$ cat src/rtl/dat_pkg.sv
// Types and constants of the device address table.
`timescale 1ns / 1ps
`default_nettype none
package dat_pkg;

   typedef enum logic [3:0] {
      CMD_UPSERT     = 4'd0,
      CMD_FIND_LONG  = 4'd1,
      CMD_FIND_SHORT = 4'd2,
      CMD_CHECK      = 4'd3,
      CMD_SET_BUSY   = 4'd4,
      CMD_RECLAIM    = 4'd5,
      CMD_CLAIM      = 4'd6,
      CMD_RELEASE    = 4'd7,
      CMD_RESET_DISC = 4'd8,
      CMD_ROUTE      = 4'd9
   } cmd_type;

   typedef enum logic [3:0] {
      KIND_NONE   = 4'b0001,
      KIND_UPSERT = 4'b0010,
      KIND_FIND   = 4'b0100,
      KIND_SLOT   = 4'b1000
   } kind_type;

   localparam logic [1:0] ST_EMPTY   = 2'd0;
   localparam logic [1:0] ST_ACTIVE  = 2'd1;
   localparam logic [1:0] ST_LEAVING = 2'd2;

   localparam int Q_DEPTH = 2;
   localparam int Q_PTR_W = 1;
   localparam int Q_CNT_W = 2;

   typedef struct packed {
      logic [1:0]  state;
      logic [31:0] generation;
      logic [15:0] short_a;
      logic [63:0] long_a;
      logic        long_v;
      logic [15:0] prev_short;
      logic [15:0] disc_short;
      logic        busy;
   } slot_rec_type;

   typedef struct packed {
      kind_type    kind;
      cmd_type     cmd;
      logic [15:0] short_address;
      logic [63:0] long_address;
      logic        long_present;
      logic        include_inactive;
      logic [3:0]  slot_index;
      logic [31:0] handle_generation;
      logic        busy_value;
   } job_type;

   typedef struct packed {
      logic        found;
      logic [3:0]  result_index;
      logic [31:0] result_generation;
      logic [1:0]  result_state;
      logic [15:0] result_short;
      logic [15:0] result_previous_short;
      logic [63:0] result_long;
      logic        result_long_valid;
      logic        outcome;
   } rsp_type;

endpackage
`default_nettype wire

$ cat src/rtl/dat_if.sv
// Channel interfaces of the device address table.
`timescale 1ns / 1ps
`default_nettype none
interface dat_req_if;
   logic        valid;
   logic        ready;
   logic [3:0]  command;
   logic [15:0] short_address;
   logic [63:0] long_address;
   logic        long_present;
   logic        include_inactive;
   logic [3:0]  slot_index;
   logic [31:0] handle_generation;
   logic        busy_value;
   modport source (output valid, command, short_address, long_address, long_present,
      include_inactive, slot_index, handle_generation, busy_value, input ready);
   modport sink (input valid, command, short_address, long_address, long_present,
      include_inactive, slot_index, handle_generation, busy_value, output ready);
endinterface

interface dat_rsp_if;
   logic        valid;
   logic        ready;
   logic        found;
   logic [3:0]  result_index;
   logic [31:0] result_generation;
   logic [1:0]  result_state;
   logic [15:0] result_short;
   logic [15:0] result_previous_short;
   logic [63:0] result_long;
   logic        result_long_valid;
   logic        outcome;
   modport source (output valid, found, result_index, result_generation, result_state,
      result_short, result_previous_short, result_long, result_long_valid, outcome,
      input ready);
   modport sink (input valid, found, result_index, result_generation, result_state,
      result_short, result_previous_short, result_long, result_long_valid, outcome,
      output ready);
endinterface

interface dat_csr_if;
   logic        valid;
   logic        ready;
   logic [15:0] invalid_short_addr;
   modport source (output valid, invalid_short_addr, input ready);
   modport sink (input valid, invalid_short_addr, output ready);
endinterface
`default_nettype wire

$ cat src/rtl/device_address_table_core.sv
// Top level of the device address table: front end, job queue, sequencer and register.
// Per-slot commands visit one slot; a find scans the slots in order until a hit; an upsert
// scans up to three times (match, allocate, old holder) before its final write.
// One command at a time is in the sequencer, paced by the single read port of the slot
// memory; two further commands can wait in the queue.
// Reset clears the slot valid bits, so every slot reads empty; no sweep is run.
`timescale 1ns / 1ps
`default_nettype none
module device_address_table_core #(
   parameter int SLOT_COUNT = 16
) (
   input  wire logic  clock,
   input  wire logic  reset,
   dat_req_if.sink    req_chan,
   dat_rsp_if.source  rsp_chan,
   dat_csr_if.sink    csr_chan
);
   logic [15:0]      inv_ff, inv_in;
   logic             q_full, q_push, q_pop, q_empty;
   dat_pkg::job_type q_job, q_head;

   assign csr_chan.ready = 1'b1;
   assign inv_in = csr_chan.valid ? csr_chan.invalid_short_addr : inv_ff;

   always_ff @(posedge clock) begin
      if (reset) begin
         inv_ff <= 16'hFFFF;
      end else begin
         inv_ff <= inv_in;
      end
   end

   dat_front #(.SLOT_COUNT(SLOT_COUNT)) u_front (
      .req    (req_chan),
      .q_full (q_full),
      .q_push (q_push),
      .q_job  (q_job)
   );

   dat_queue u_queue (
      .clock     (clock),
      .reset     (reset),
      .push      (q_push),
      .push_data (q_job),
      .full      (q_full),
      .pop       (q_pop),
      .empty     (q_empty),
      .head      (q_head)
   );

   dat_back #(.SLOT_COUNT(SLOT_COUNT)) u_back (
      .clock         (clock),
      .reset         (reset),
      .invalid_short (inv_ff),
      .q_empty       (q_empty),
      .q_head        (q_head),
      .q_pop         (q_pop),
      .rsp           (rsp_chan)
   );
endmodule
`default_nettype wire

$ cat src/rtl/dat_ram.sv
// Generic single-port-write, registered-read RAM.
`timescale 1ns / 1ps
`default_nettype none
module dat_ram #(
   parameter int WIDTH = 8,
   parameter int DEPTH = 16
) (
   input  wire logic                     clock,
   input  wire logic                     we,
   input  wire logic [$clog2(DEPTH)-1:0] waddr,
   input  wire logic [WIDTH-1:0]         wdata,
   input  wire logic [$clog2(DEPTH)-1:0] raddr,
   output logic [WIDTH-1:0]              rdata
);
   logic [WIDTH-1:0] mem_ff [DEPTH];
   logic [WIDTH-1:0] rdata_ff;

   always_ff @(posedge clock) begin
      if (we) begin
         mem_ff[waddr] <= wdata;
      end
      rdata_ff <= mem_ff[raddr];
   end

   assign rdata = rdata_ff;
endmodule
`default_nettype wire

$ cat src/rtl/dat_front.sv
// Front end: takes request transfers and classifies them into jobs.
`timescale 1ns / 1ps
`default_nettype none
module dat_front #(
   parameter int SLOT_COUNT = 16
) (
   dat_req_if.sink               req,
   input  wire logic             q_full,
   output logic                  q_push,
   output dat_pkg::job_type      q_job
);
   logic in_range;

   assign in_range = {28'd0, req.slot_index} < 32'(SLOT_COUNT);
   assign req.ready = !q_full;
   assign q_push = req.valid && !q_full;

   always_comb begin
      q_job.cmd = dat_pkg::cmd_type'(req.command);
      q_job.short_address = req.short_address;
      q_job.long_address = req.long_address;
      q_job.long_present = req.long_present;
      q_job.include_inactive = req.include_inactive;
      q_job.slot_index = req.slot_index;
      q_job.handle_generation = req.handle_generation;
      q_job.busy_value = req.busy_value;
      unique case (req.command) inside
         dat_pkg::CMD_UPSERT: q_job.kind = dat_pkg::KIND_UPSERT;
         dat_pkg::CMD_FIND_LONG, dat_pkg::CMD_FIND_SHORT: q_job.kind = dat_pkg::KIND_FIND;
         dat_pkg::CMD_CHECK, dat_pkg::CMD_SET_BUSY, dat_pkg::CMD_RECLAIM,
         dat_pkg::CMD_CLAIM, dat_pkg::CMD_RELEASE, dat_pkg::CMD_RESET_DISC,
         dat_pkg::CMD_ROUTE: begin
            q_job.kind = in_range ? dat_pkg::KIND_SLOT : dat_pkg::KIND_NONE;
         end
         default: q_job.kind = dat_pkg::KIND_NONE;
      endcase
   end
endmodule
`default_nettype wire

$ cat src/rtl/dat_queue.sv
// Short job queue between the front end and the sequencer.
`timescale 1ns / 1ps
`default_nettype none
module dat_queue (
   input  wire logic             clock,
   input  wire logic             reset,
   input  wire logic             push,
   input  wire dat_pkg::job_type push_data,
   output logic                  full,
   input  wire logic             pop,
   output logic                  empty,
   output dat_pkg::job_type      head
);
   dat_pkg::job_type             mem_ff [dat_pkg::Q_DEPTH];
   logic [dat_pkg::Q_PTR_W-1:0]  wr_ff, wr_in, rd_ff, rd_in;
   logic [dat_pkg::Q_CNT_W-1:0]  cnt_ff, cnt_in;

   assign full = cnt_ff == dat_pkg::Q_CNT_W'(dat_pkg::Q_DEPTH);
   assign empty = cnt_ff == '0;
   assign head = mem_ff[rd_ff];

   always_comb begin
      wr_in = push ? wr_ff + 1'b1 : wr_ff;
      rd_in = pop ? rd_ff + 1'b1 : rd_ff;
      cnt_in = cnt_ff + dat_pkg::Q_CNT_W'(push) - dat_pkg::Q_CNT_W'(pop);
   end

   always_ff @(posedge clock) begin
      if (reset) begin
         wr_ff <= '0;
         rd_ff <= '0;
         cnt_ff <= '0;
      end else begin
         wr_ff <= wr_in;
         rd_ff <= rd_in;
         cnt_ff <= cnt_in;
      end
      if (push) begin
         mem_ff[wr_ff] <= push_data;
      end
   end
endmodule
`default_nettype wire

$ cat src/rtl/dat_back.sv
// Back end: sequencer that scans and updates the slot memory, and the result register.
`timescale 1ns / 1ps
`default_nettype none
module dat_back #(
   parameter int SLOT_COUNT = 16
) (
   input  wire logic             clock,
   input  wire logic             reset,
   input  wire logic [15:0]      invalid_short,
   input  wire logic             q_empty,
   input  wire dat_pkg::job_type q_head,
   output logic                  q_pop,
   dat_rsp_if.source             rsp
);
   localparam int IDX_W = $clog2(SLOT_COUNT);
   localparam int REC_W = $bits(dat_pkg::slot_rec_type);
   localparam logic [IDX_W-1:0] LAST = IDX_W'(SLOT_COUNT - 1);

   typedef enum logic [4:0] {
      B_IDLE   = 5'b00001,
      B_ISSUE  = 5'b00010,
      B_EVAL   = 5'b00100,
      B_FINISH = 5'b01000,
      B_DONE   = 5'b10000
   } bstate_type;

   typedef enum logic [3:0] {
      PH_MATCH = 4'b0001,
      PH_ALLOC = 4'b0010,
      PH_OLD   = 4'b0100,
      PH_ONE   = 4'b1000
   } phase_type;

   bstate_type             state_ff, state_in;
   phase_type              phase_ff, phase_in;
   dat_pkg::job_type       job_ff, job_in;
   logic [IDX_W-1:0]       addr_ff, addr_in, sidx_ff, sidx_in;
   dat_pkg::slot_rec_type  rec_ff, rec_in;
   logic [SLOT_COUNT-1:0]  valid_ff, valid_in;
   dat_pkg::rsp_type       res_ff, res_in, out_ff, out_in;
   logic                   out_valid_ff, out_valid_in;

   logic                   we;
   logic [IDX_W-1:0]       waddr;
   dat_pkg::slot_rec_type  wdata;
   logic [REC_W-1:0]       rdata;
   dat_pkg::slot_rec_type  rec;
   logic                   visible, last, hit;
   dat_pkg::slot_rec_type  alloc_rec, old_rec, fin_rec, one_rec;
   logic                   one_ok, one_found, one_write;

   function automatic dat_pkg::rsp_type make_rsp(dat_pkg::slot_rec_type r,
                                                 logic [IDX_W-1:0] i, logic ok);
      dat_pkg::rsp_type o;
      o.found = 1'b1;
      o.result_index = 4'(i);
      o.result_generation = r.generation;
      o.result_state = r.state;
      o.result_short = r.short_a;
      o.result_previous_short = r.prev_short;
      o.result_long = r.long_a;
      o.result_long_valid = r.long_v;
      o.outcome = ok;
      return o;
   endfunction

   dat_ram #(.WIDTH(REC_W), .DEPTH(SLOT_COUNT)) u_ram (
      .clock (clock),
      .we    (we),
      .waddr (waddr),
      .wdata (wdata),
      .raddr (addr_ff),
      .rdata (rdata)
   );

   // Entries not written since reset read as all zeros, that is as empty slots.
   assign rec = valid_ff[addr_ff] ? dat_pkg::slot_rec_type'(rdata) : '0;
   assign visible = rec.state != dat_pkg::ST_EMPTY &&
      (job_ff.include_inactive || rec.state == dat_pkg::ST_ACTIVE);
   assign last = addr_ff == LAST;

   always_comb begin
      if (job_ff.kind == dat_pkg::KIND_UPSERT) begin
         if (job_ff.long_present) begin
            hit = rec.state != dat_pkg::ST_EMPTY && rec.long_v &&
               rec.long_a == job_ff.long_address;
         end else begin
            hit = rec.state == dat_pkg::ST_ACTIVE && rec.short_a == job_ff.short_address;
         end
      end else if (job_ff.cmd == dat_pkg::CMD_FIND_LONG) begin
         hit = visible && rec.long_v && rec.long_a == job_ff.long_address;
      end else begin
         hit = visible && rec.short_a == job_ff.short_address;
      end
   end

   always_comb begin
      alloc_rec.state = dat_pkg::ST_ACTIVE;
      alloc_rec.generation = (rec.generation == 32'hFFFF_FFFF) ? 32'd1
                                                               : rec.generation + 32'd1;
      alloc_rec.short_a = job_ff.short_address;
      alloc_rec.long_a = '0;
      alloc_rec.long_v = 1'b0;
      alloc_rec.prev_short = invalid_short;
      alloc_rec.disc_short = invalid_short;
      alloc_rec.busy = 1'b0;

      // The displaced holder loses its address and is reclaimed at once unless busy.
      old_rec = rec;
      old_rec.short_a = invalid_short;
      old_rec.state = dat_pkg::ST_LEAVING;
      if (!rec.busy) begin
         old_rec.long_a = '0;
         old_rec.long_v = 1'b0;
         old_rec.state = dat_pkg::ST_EMPTY;
      end

      fin_rec = rec_ff;
      fin_rec.state = dat_pkg::ST_ACTIVE;
      if (rec_ff.short_a != invalid_short && rec_ff.short_a != job_ff.short_address) begin
         fin_rec.prev_short = rec_ff.short_a;
      end
      fin_rec.short_a = job_ff.short_address;
      if (job_ff.long_present) begin
         fin_rec.long_a = job_ff.long_address;
         fin_rec.long_v = 1'b1;
      end

      one_rec = rec;
      one_ok = 1'b0;
      one_found = 1'b1;
      one_write = 1'b1;
      case (job_ff.cmd)
         dat_pkg::CMD_CHECK: begin
            one_write = 1'b0;
            one_found = visible && rec.generation == job_ff.handle_generation;
         end
         dat_pkg::CMD_SET_BUSY: one_rec.busy = job_ff.busy_value;
         dat_pkg::CMD_RECLAIM: begin
            if (rec.state == dat_pkg::ST_LEAVING && !rec.busy) begin
               one_rec.long_a = '0;
               one_rec.long_v = 1'b0;
               one_rec.short_a = invalid_short;
               one_rec.state = dat_pkg::ST_EMPTY;
               one_ok = 1'b1;
            end
         end
         dat_pkg::CMD_CLAIM: begin
            if (rec.state == dat_pkg::ST_ACTIVE && rec.short_a != invalid_short &&
                rec.disc_short != rec.short_a) begin
               one_rec.disc_short = rec.short_a;
               one_ok = 1'b1;
            end
         end
         dat_pkg::CMD_RELEASE: begin
            if (rec.disc_short == job_ff.short_address) begin
               one_rec.disc_short = invalid_short;
            end
         end
         dat_pkg::CMD_RESET_DISC: one_rec.disc_short = invalid_short;
         default: begin
            one_write = 1'b0;
            one_ok = rec.state == dat_pkg::ST_ACTIVE &&
               job_ff.short_address != invalid_short &&
               rec.short_a == job_ff.short_address;
         end
      endcase
   end

   always_comb begin
      state_in = state_ff;
      phase_in = phase_ff;
      job_in = job_ff;
      addr_in = addr_ff;
      sidx_in = sidx_ff;
      rec_in = rec_ff;
      res_in = res_ff;
      out_in = out_ff;
      out_valid_in = out_valid_ff && !rsp.ready;
      valid_in = valid_ff;
      we = 1'b0;
      waddr = addr_ff;
      wdata = rec;
      q_pop = 1'b0;

      unique case (state_ff)
         B_IDLE: begin
            if (!q_empty) begin
               q_pop = 1'b1;
               job_in = q_head;
               addr_in = (q_head.kind == dat_pkg::KIND_SLOT) ? IDX_W'(q_head.slot_index) : '0;
               state_in = B_ISSUE;
               unique case (q_head.kind)
                  dat_pkg::KIND_UPSERT, dat_pkg::KIND_FIND: phase_in = PH_MATCH;
                  dat_pkg::KIND_SLOT: phase_in = PH_ONE;
                  default: begin
                     res_in = '0;
                     state_in = B_DONE;
                  end
               endcase
            end
         end
         B_ISSUE: state_in = B_EVAL;
         B_EVAL: begin
            state_in = B_ISSUE;
            unique case (phase_ff)
               PH_MATCH: begin
                  if (hit) begin
                     if (job_ff.kind == dat_pkg::KIND_UPSERT) begin
                        rec_in = rec;
                        sidx_in = addr_ff;
                        phase_in = PH_OLD;
                        addr_in = '0;
                     end else begin
                        res_in = make_rsp(rec, addr_ff, 1'b0);
                        state_in = B_DONE;
                     end
                  end else if (last) begin
                     if (job_ff.kind == dat_pkg::KIND_UPSERT) begin
                        phase_in = PH_ALLOC;
                        addr_in = '0;
                     end else begin
                        res_in = '0;
                        state_in = B_DONE;
                     end
                  end else begin
                     addr_in = addr_ff + IDX_W'(1);
                  end
               end
               PH_ALLOC: begin
                  if (rec.state == dat_pkg::ST_EMPTY) begin
                     we = 1'b1;
                     wdata = alloc_rec;
                     rec_in = alloc_rec;
                     sidx_in = addr_ff;
                     phase_in = PH_OLD;
                     addr_in = '0;
                  end else if (last) begin
                     res_in = '0;
                     state_in = B_DONE;
                  end else begin
                     addr_in = addr_ff + IDX_W'(1);
                  end
               end
               PH_OLD: begin
                  if (rec.state != dat_pkg::ST_EMPTY && rec.short_a == job_ff.short_address) begin
                     if (addr_ff != sidx_ff) begin
                        we = 1'b1;
                        wdata = old_rec;
                     end
                     state_in = B_FINISH;
                  end else if (last) begin
                     state_in = B_FINISH;
                  end else begin
                     addr_in = addr_ff + IDX_W'(1);
                  end
               end
               default: begin
                  we = one_write;
                  wdata = one_rec;
                  res_in = one_found ? make_rsp(one_rec, addr_ff, one_ok) : '0;
                  state_in = B_DONE;
               end
            endcase
         end
         B_FINISH: begin
            we = 1'b1;
            waddr = sidx_ff;
            wdata = fin_rec;
            res_in = make_rsp(fin_rec, sidx_ff, 1'b0);
            state_in = B_DONE;
         end
         default: begin
            if (!out_valid_ff || rsp.ready) begin
               out_in = res_ff;
               out_valid_in = 1'b1;
               state_in = B_IDLE;
            end
         end
      endcase

      if (we) begin
         valid_in[waddr] = 1'b1;
      end
   end

   always_ff @(posedge clock) begin
      if (reset) begin
         state_ff <= B_IDLE;
         phase_ff <= PH_MATCH;
         valid_ff <= '0;
         out_valid_ff <= 1'b0;
      end else begin
         state_ff <= state_in;
         phase_ff <= phase_in;
         valid_ff <= valid_in;
         out_valid_ff <= out_valid_in;
      end
      job_ff <= job_in;
      addr_ff <= addr_in;
      sidx_ff <= sidx_in;
      rec_ff <= rec_in;
      res_ff <= res_in;
      out_ff <= out_in;
   end

   assign rsp.valid = out_valid_ff;
   assign rsp.found = out_ff.found;
   assign rsp.result_index = out_ff.result_index;
   assign rsp.result_generation = out_ff.result_generation;
   assign rsp.result_state = out_ff.result_state;
   assign rsp.result_short = out_ff.result_short;
   assign rsp.result_previous_short = out_ff.result_previous_short;
   assign rsp.result_long = out_ff.result_long;
   assign rsp.result_long_valid = out_ff.result_long_valid;
   assign rsp.outcome = out_ff.outcome;
endmodule
`default_nettype wire

$ cat src/flat_wrapper.sv
// flat-port wrapper written by rule: the top's interface ports become plain ports
module device_address_table_core_flat 
#(
   parameter int SLOT_COUNT = 16
)
  (clock, reset, req_chan_valid, req_chan_command, req_chan_short_address, req_chan_long_address, req_chan_long_present, req_chan_include_inactive, req_chan_slot_index, req_chan_handle_generation, req_chan_busy_value, req_chan_ready, rsp_chan_valid, rsp_chan_found, rsp_chan_result_index, rsp_chan_result_generation, rsp_chan_result_state, rsp_chan_result_short, rsp_chan_result_previous_short, rsp_chan_result_long, rsp_chan_result_long_valid, rsp_chan_outcome, rsp_chan_ready, csr_chan_valid, csr_chan_invalid_short_addr, csr_chan_ready);
  dat_req_if req_chan_i ();
  dat_rsp_if rsp_chan_i ();
  dat_csr_if csr_chan_i ();
  input  wire logic clock;
  input  wire logic reset;
  input wire logic [$bits(req_chan_i.valid)-1:0] req_chan_valid;
  input wire logic [$bits(req_chan_i.command)-1:0] req_chan_command;
  input wire logic [$bits(req_chan_i.short_address)-1:0] req_chan_short_address;
  input wire logic [$bits(req_chan_i.long_address)-1:0] req_chan_long_address;
  input wire logic [$bits(req_chan_i.long_present)-1:0] req_chan_long_present;
  input wire logic [$bits(req_chan_i.include_inactive)-1:0] req_chan_include_inactive;
  input wire logic [$bits(req_chan_i.slot_index)-1:0] req_chan_slot_index;
  input wire logic [$bits(req_chan_i.handle_generation)-1:0] req_chan_handle_generation;
  input wire logic [$bits(req_chan_i.busy_value)-1:0] req_chan_busy_value;
  output wire logic [$bits(req_chan_i.ready)-1:0] req_chan_ready;
  output wire logic [$bits(rsp_chan_i.valid)-1:0] rsp_chan_valid;
  output wire logic [$bits(rsp_chan_i.found)-1:0] rsp_chan_found;
  output wire logic [$bits(rsp_chan_i.result_index)-1:0] rsp_chan_result_index;
  output wire logic [$bits(rsp_chan_i.result_generation)-1:0] rsp_chan_result_generation;
  output wire logic [$bits(rsp_chan_i.result_state)-1:0] rsp_chan_result_state;
  output wire logic [$bits(rsp_chan_i.result_short)-1:0] rsp_chan_result_short;
  output wire logic [$bits(rsp_chan_i.result_previous_short)-1:0] rsp_chan_result_previous_short;
  output wire logic [$bits(rsp_chan_i.result_long)-1:0] rsp_chan_result_long;
  output wire logic [$bits(rsp_chan_i.result_long_valid)-1:0] rsp_chan_result_long_valid;
  output wire logic [$bits(rsp_chan_i.outcome)-1:0] rsp_chan_outcome;
  input wire logic [$bits(rsp_chan_i.ready)-1:0] rsp_chan_ready;
  input wire logic [$bits(csr_chan_i.valid)-1:0] csr_chan_valid;
  input wire logic [$bits(csr_chan_i.invalid_short_addr)-1:0] csr_chan_invalid_short_addr;
  output wire logic [$bits(csr_chan_i.ready)-1:0] csr_chan_ready;
  assign req_chan_i.valid = req_chan_valid;
  assign req_chan_i.command = req_chan_command;
  assign req_chan_i.short_address = req_chan_short_address;
  assign req_chan_i.long_address = req_chan_long_address;
  assign req_chan_i.long_present = req_chan_long_present;
  assign req_chan_i.include_inactive = req_chan_include_inactive;
  assign req_chan_i.slot_index = req_chan_slot_index;
  assign req_chan_i.handle_generation = req_chan_handle_generation;
  assign req_chan_i.busy_value = req_chan_busy_value;
  assign req_chan_ready = req_chan_i.ready;
  assign rsp_chan_valid = rsp_chan_i.valid;
  assign rsp_chan_found = rsp_chan_i.found;
  assign rsp_chan_result_index = rsp_chan_i.result_index;
  assign rsp_chan_result_generation = rsp_chan_i.result_generation;
  assign rsp_chan_result_state = rsp_chan_i.result_state;
  assign rsp_chan_result_short = rsp_chan_i.result_short;
  assign rsp_chan_result_previous_short = rsp_chan_i.result_previous_short;
  assign rsp_chan_result_long = rsp_chan_i.result_long;
  assign rsp_chan_result_long_valid = rsp_chan_i.result_long_valid;
  assign rsp_chan_outcome = rsp_chan_i.outcome;
  assign rsp_chan_i.ready = rsp_chan_ready;
  assign csr_chan_i.valid = csr_chan_valid;
  assign csr_chan_i.invalid_short_addr = csr_chan_invalid_short_addr;
  assign csr_chan_ready = csr_chan_i.ready;
  device_address_table_core #(.SLOT_COUNT(SLOT_COUNT)) u_core (.clock(clock), .reset(reset), .req_chan(req_chan_i), .rsp_chan(rsp_chan_i), .csr_chan(csr_chan_i));
endmodule
$ cat config.mk
export PLATFORM = sky130hd
export DESIGN_NAME = device_address_table_core_flat
export DESIGN_NICKNAME = d
export VERILOG_FILES = /design/src/rtl/dat_pkg.sv /design/src/rtl/dat_if.sv /design/src/rtl/device_address_table_core.sv /design/src/rtl/dat_ram.sv /design/src/rtl/dat_front.sv /design/src/rtl/dat_queue.sv /design/src/rtl/dat_back.sv /design/src/flat_wrapper.sv
export SDC_FILE = /design/constraint.sdc
export NUM_CORES = 2
export LEC_CHECK = 0
export BUFFER_PORTS_ARGS = -buffer_cell sky130_fd_sc_hd__buf_2
export CORE_MARGIN = 2
export CORE_UTILIZATION = 50
export CTS_CLUSTER_SIZE = 20
export DETAILED_ROUTE_END_ITERATION = 10
export GPL_ROUTABILITY_DRIVEN = 0
export PLACE_DENSITY_LB_ADDON = 0.2
export SLEW_MARGIN = 20
export SYNTH_ARGS = -nofsm -noshare
export SYNTH_HDL_FRONTEND = slang
export SYNTH_SLANG_ARGS = --single-unit
$ cat constraint.sdc
create_clock -name clock -period 12.65 [get_ports clock]
set_input_delay 3.795 -clock clock [delete_from_list [all_inputs] [get_ports clock]]
set_output_delay 3.795 -clock clock [all_outputs]
set_load 0.01 [all_outputs]
# Yosys cells after proc, flatten, opt, wreduce, memory -nomap -nowiden

Memories as Yosys holds them, arrays and structs flattened. A register that Yosys moved wholly into a read port is not among the register bits.
Index checks and enable logic that the tools add are counted.

Multiplexer cells: 98
Equal/unequal tests: 58
Magnitude comparators: 3
Reductions and logical operators: 46
Bitwise logic cells: 3
Add/subtract/negate cells: 6

Operator list:

| cell                                                                   | count |
|---|---|
| 137-bit two-way mux                                                    | 9 |
| 137-bit one-hot mux with 3 select lines                                | 2 |
| 148-bit two-way mux                                                    | 4 |
| 148-bit one-hot mux with 3 select lines                                | 1 |
| 146-bit two-way mux                                                    | 3 |
| 148-bit one-hot mux with 2 select lines                                | 1 |
| 146-bit one-hot mux with 2 select lines                                | 1 |
| 81-bit two-way mux                                                     | 2 |
| 65-bit two-way mux                                                     | 2 |
| 4-bit two-way mux                                                      | 20 |
| 16-bit != test                                                         | 5 |
| 64-bit equality test                                                   | 1 |
| 16-bit two-way mux                                                     | 3 |
| 16-bit one-hot mux with 3 select lines                                 | 1 |
| 4-bit by 3-bit equality test with 1-bit output (second input constant) | 10 |
| 5-bit two-way mux                                                      | 8 |
| 4-bit one-hot mux with 2 select lines                                  | 5 |
| 32-bit by 1-bit adder with 32-bit output (second input constant)       | 1 |
| 16-bit equality test                                                   | 2 |
| 32-bit equality test                                                   | 1 |
| 32-bit equality test (second input constant)                           | 1 |
| 32-bit two-way mux                                                     | 1 |
| 4-bit by 2-bit equality test with 1-bit output (second input constant) | 6 |
| 4-bit one-hot mux with 3 select lines                                  | 2 |
| other kinds (49)                                                       | 122 |

Logic and storage cells: 259
Bits in registers: 597
Memories kept: 2
Bits of input ports: 144
RAM bits: 2622
Output and inout bits: 140

Memories:

| name                       | words | width | read ports | clocked after memory_dff | wr ports | RTL line        | source |
|---|---|---|---|---|---|---|---|
| u_core.u_back.u_ram.mem_ff | 16    | 148   | 1          | 1                        | 1        | dat_ram.sv:15   | `logic [WIDTH-1:0] mem_ff [DEPTH];` |
| u_core.u_queue.mem_ff      | 2     | 127   | 1          | 1                        | 1        | dat_queue.sv:14 | `dat_pkg::job_type mem_ff [dat_pkg::Q_DEPTH];` |

# Depth between registers and ports, before layout

Word-level depth: 13
Depth in mapped cells: 26
Depth with buffers taken out: 19

# Cells and area by module

From an unflattened synthesis, not the netlist that was laid out.

Cell total of the unflattened synthesis: 7536
Area total of the unflattened synthesis: 134861.8 um^2

By module, submodules not included:

| module                    | area an instance (um^2) | cells an instance | seq. area each (um^2) | instances |
|---|---|---|---|---|
| dat_ram                   | 91960.7                 | 3864              | 74071.0               | 1 |
| dat_back                  | 31825.5                 | 3070              | 17066.4               | 1 |
| dat_queue                 | 9487.8                  | 416               | 7727.4                | 1 |
| dat_front                 | 977.2                   | 131               | 0.0                   | 1 |
| device_address_table_core | 610.6                   | 55                | 320.3                 | 1 |

# Worst setup path after synthesis

Ideal clock, no wire load.

Path kind: register to register
From: register u_core.u_back.addr_ff[1]
To: register u_core.u_back.phase_ff[2]
Cell stages (with the launch flop): 15
Required time: 12545 ps
Buffers on the path: 2
Arrival: 13657 ps
Clock period less this slack: 13762 ps
Slack: -1112 ps
Setup time: 105 ps
Cell sequence: edfxtp_1 buf_6 mux2i_1 a32oi_4 nand4b_4 nand2_4 buf_6 nand2_1 a2111o_1 nor4_2 nand4_1 o22ai_2 a21oi_1 nor3_1 o21a_1

Word-level cells in the longest chain between the ends: 13
Elaborated cells between the ends (all ways): 26
Classes of those cells: 6 x eq/ne; 9 x mux; 11 x reduce/logical

Ends and longest elaborated chain:

| item                                                                         | RTL line        | source |
|---|---|---|
| start, declared                                                              | dat_back.sv:37  | `logic [IDX_W-1:0] addr_ff, addr_in, sidx_ff, sidx_in;` |
| start signal, assigned                                                       | dat_back.sv:300 | `addr_ff <= addr_in;` |
| parallel branches: the longest is 13 deep, another holds 148-bit two-way mux | --              |  |
| end signal, assigned                                                         | dat_back.sv:295 | `phase_ff <= phase_in;` |
| end, declared                                                                | dat_back.sv:35  | `phase_type phase_ff, phase_in;` |

Several ways; the timed one is not identified. The select of a mux whose other input is x is not followed.
A chain may end at the register's enable or synchronous reset.

# Worst setup path in the final report

From: register u_core.u_back.addr_ff[1]
To: memory u_core.u_back.u_ram.mem_ff[14][69] in the netlist's numbering (data pin)

Word-level cells in the longest chain between the ends: 9
Elaborated cells between the ends (all ways): 19
Classes of those cells: 3 x eq/ne; 11 x mux; 5 x reduce/logical

Ends and longest elaborated chain:

| item                                                   | RTL line        | source |
|---|---|---|
| 1-bit binary-select mux with 4-bit select              | dat_back.sv:77  | `assign rec = valid_ff[addr_ff] ? dat_pkg::slot_rec_type'(rdata) : '0;` |
| 1-bit two-way mux (implied by the code)                | dat_back.sv:77  |  |
| 148-bit two-way mux                                    | dat_back.sv:77  |  |
| 2-bit equality test or 1-bit zero test (tied branches) | dat_back.sv:140 | `if (rec.state == dat_pkg::ST_LEAVING && !rec.busy) begin` |
| 1-bit logical AND                                      | dat_back.sv:140 |  |
| 81-bit two-way mux                                     | dat_back.sv:140 |  |
| 81-bit two-way mux                                     | dat_back.sv:133 | `case (job_ff.cmd)` |
| 148-bit one-hot mux with 3 select lines                | dat_back.sv:206 | `unique case (phase_ff)` |
| 148-bit one-hot mux with 2 select lines *              | dat_back.sv:186 | `unique case (state_ff)` |
| named net u_core.u_back.u_ram.wdata[69]                | dat_ram.sv:11   | `input wire logic [WIDTH-1:0] wdata,` |
| end, declared                                          | dat_ram.sv:15   |  |

Mark *: on every way through the listed nets, which the timed path passes. The rest lies on a longest branch. The select of a mux whose other input is x is not followed.

==> impl_metrics.tcl <==
set metrics [dict create \
    status "finished clean" \
    critical_path_class "reg2reg" \
    antenna_left 0 \
    crit_arrival_ns 8.93 \
    cp-start-kind "register" \
    skew_ns 0.0661 \
    p_leak_nw 48.8 \
    htree_levels 5 \
    antenna_found_initial 22 \
    ys_seq_elements 3368 \
    fin_nets 7379 \
    p_comb_share_pct 27.8 \
    ys_types 98 \
    synth-xor-area-share_pct 1.10 \
    ys_seq_area_share_pct 74.8 \
    path_delay_family "simple AND/OR/NAND/NOR gates" \
    timing.fmax_ghz 0.121 \
    clk_pin_slew_worst_paths_ns 0.06 \
    tns_ns 0 \
    via_per_inst 6.46 \
    r2r_slack_ns 4.38 \
    dr_total_vias 71500 \
    syn_inst 6876 \
    synth_edf_count 3173 \
    die_area_um2 269000 \
    crit_slowest_cell "and2_4" \
    clock_latency_ns 0.95 \
    fin_util_pct 56.8 \
    grt_max_degree 154 \
    clockRootBuffer "clkbuf_16" \
    area_growth_pct 13.2 \
    drv_slew 0 \
    fp.dieW_um 519 \
    ctsHoldBuffers 0 \
    powerDensity_nw_per_um2 250 \
    ys.flop_type "edfxtp_1" \
    async_reset_ff_share_pct 0 \
    synth_compound_area_share_pct 4.80 \
    critPathCaptureType "register" \
    rsz0062_at_grt "false" \
    drt_iter0_markers 9632 \
    drive_gt1_share_pct 25.8 \
    wl_per_cell_um 33.3 \
    cp_num_buf_inv 3 \
    syn_nets 7024 \
    drc 0 \
    io-pin-count 284 \
    synthAdderAreaFrac_pct 0.0377 \
    p_int_mw 25.1 \
    grt_pass1_vias 70500 \
    ctsResizeCount 0 \
    syn_area_um2 133000 \
    tightest_slew_ns 1.20 \
    max-vdd-ir-drop_v 0.000267 \
    synth-simple-area-share_pct 3.49 \
    start_util_pct 50.2 \
    p_clk_share_pct 27.3 \
    worstPathRequired_ns 13.31 \
    drv_cap 0 \
    min_period_ns 8.27 \
    swShare_pct 33.2 \
    cts_tree "yes" \
    grt_pass1_wl_mm 520 \
    place_hpwl_mm 213 \
    yosys_warnings 0 \
    hp-class "reg2reg" \
    switchingPower_mw 12.5 \
    post_cts_buffers 0 \
    portBuffers 282 \
    cts.sinks 3368 \
    firstDrtPassIters 9 \
    cpPeakStageDelay_ns 0.87 \
    routed_wl_mm 368 \
    setup_viol 0 \
    fp-row-count 189 \
    numCtsBuffers 345 \
    hold_viol 0 \
    clockBufferDepth 4 \
    path_cells "buf_4 -> mux2i_1 -> a32oi_4 -> and4b_1 -> nor2_4 -> buf_12 -> nor2_1 -> nand2_1 -> nand2_1 -> o21a_1 -> buf_4 -> and2_4 -> a21o_1" \
    slew_headroom_pct 19.8 \
    die_h_um 519 \
    synth_top_family_by_area "multiplexers" \
    track_usage_pct 26.9 \
    fin_crit_sh_pct 65.4 \
    grt.overflow.total 0 \
    synthMuxAreaShare_pct 14.2 \
    seq_power_share_pct 44.9 \
    avgSynthCellArea_um2 19.3 \
    core-area_um2 264000 \
    path_max_fanout 72 \
]
metrics by stage:
stage               instance area [um^2]  worst slack [ns]  total power [mW]  hold slack, ns  std cells
floorplan                         133000              2.42              23.3           0.400       6876
detailed placement                138000              4.56              27.4           0.408      10400
global placement                  138000              4.66              27.2           0.406      10400
global route                      150000              4.09              38.8           0.429      11100
finish                            150000              4.38              37.6           0.412      11100
CTS                               150000              4.54              37.6           0.423      11000
layout make-up:
| type | count | area, um^2 |
|---|---|---|
| Multi-Input combinational cell | 3000 | 31800 |
| Timing Repair Buffer | 463 | 3040 |
| Fill cell | 19800 | 114000 |
| Sequential cell | 3368 | 99200 |
| Inverter | 53 | 199 |
| Clock inverter | 169 | 2040 |
| Clock buffer | 471 | 9410 |
| Antenna cell | 9 | 22.5 |
| Tap cell | 3533 | 4420 |
cell usage in the layout (no fill, tap or decap), types with 26 or more instances in the layout:
master and count:
buf_2 282, and3_1 60, inv_1 52, mux2_2 121, clkbuf_8 28, clkbuf_1 97, mux2i_1 137, a31o_2 52
nor2_1 269, buf_4 153, a31oi_1 74, o22ai_1 30, xnor2_1 100, clkinv_2 51, clkbuf_16 346, mux4_2 716
nor3_1 86, a211oi_1 35, nand2_1 290, clkinv_1 42, a21oi_1 145, edfxtp_1 3173, a31o_1 34, a32o_1 29
a221o_1 26, and2_1 37, nand4_1 49, bufinv_16 32, xor2_1 66, a21o_1 53, nand3_1 48, o21ai_0 100
dfxtp_1 194, o32ai_1 34, o221ai_1 28
state kept, by name, summed over array words and instances (netlist names), 5 cells and up, named ones only:
| register | cells |
|---|---|
| u_core.u_back.fin_rec | 49 |
| u_core.u_back.rsp.result_generation | 32 |
| u_core.u_back.res_ff | 137 |
| u_core.u_back.rsp.result_previous_short | 16 |
| u_core.u_back.job_ff | 107 |
| u_core.u_back.rsp.result_long | 64 |
| u_core.u_back.alloc_rec | 16 |
| u_core.u_back.rsp.result_short | 16 |
| u_core.u_back.u_ram.rdata | 148 |
| u_core.u_queue.mem_ff | 254 |
| u_core.u_back.rec_ff | 97 |
| u_core.u_back.valid_ff | 16 |
| u_core.u_back.u_ram.mem_ff | 2368 |
| u_core.inv_ff | 16 |
| u_core.u_back.state_ff | 5 |
path summary, 6_finish.rpt:
| check | from | end | cells past startpoint |
|---|---|---|---|
| max reg2reg | u_core.u_back.addr_ff[1]$_DFFE_PP_ | u_core.u_back.u_ram.mem_ff[14][69]$_DFFE_PP_ | 13 |
| min reg2reg | u_core.u_back.res_ff[60]$_DFFE_PP_ | u_core.u_back.rsp.result_long[58]$_DFFE_PP_ | 0 |
| max | u_core.u_back.addr_ff[1]$_DFFE_PP_ | u_core.u_back.u_ram.mem_ff[14][69]$_DFFE_PP_ | 13 |
| min | u_core.u_back.res_ff[60]$_DFFE_PP_ | u_core.u_back.rsp.result_long[58]$_DFFE_PP_ | 0 |
routing by layer:
metal | share of wire, % | track usage (%) | vias up
met5 | 0.0062 | 0 | -
met4 | 4.2 | 10.5 | 4
met3 | 9.0 | 4.83 | 737
met2 | 47 | 41.7 | 3922
met1 | 40 | 38.3 | 37800
li1 | - | - | 29000
power groups by stage:
stage | clock network (mW) | logic [mW] | registers, mW
5_1_grt | 10.8 | 11.1 | 16.9
6_report | 10.2 | 10.4 | 16.9
2_1_floorplan | 0 | 7.14 | 16.2
4_1_cts | 10.4 | 10.4 | 16.8
3_5_place_dp | 0 | 10.3 | 17.1
3_3_place_gp | 0 | 10.1 | 17.1
Yosys cell counts, types with 61 or more instances:
cell | count | area share, %
nand2_1 | 290 | 0.82
dfxtp_1 | 195 | 2.9
mux2i_1 | 137 | 1.0
xor2_1 | 66 | 0.44
a21oi_1 | 147 | 0.55
edfxtp_1 | 3173 | 72
a31oi_1 | 74 | 0.35
o21ai_0 | 111 | 0.42
buf_1 | 85 | 0.24
mux2_2 | 121 | 1.0
and3_1 | 61 | 0.29
clkbuf_1 | 327 | 0.93
xnor2_1 | 100 | 0.66
mux4_2 | 716 | 12
nor3_1 | 89 | 0.34
nor2_1 | 292 | 0.83
logic make-up after synthesis:
| family | after synthesis |
|---|---|
| flip-flops | 3368 |
| AND/OR/NAND/NOR | 977 |
| multiplexers | 975 |
| AO/OA/AOI/OAI | 877 |
| buffers and inverters | 508 |
| XOR/XNOR | 166 |
| adder cells (fa/ha/maj) | 4 |
| other | 1 |
Power figures use the tool's default switching activity.
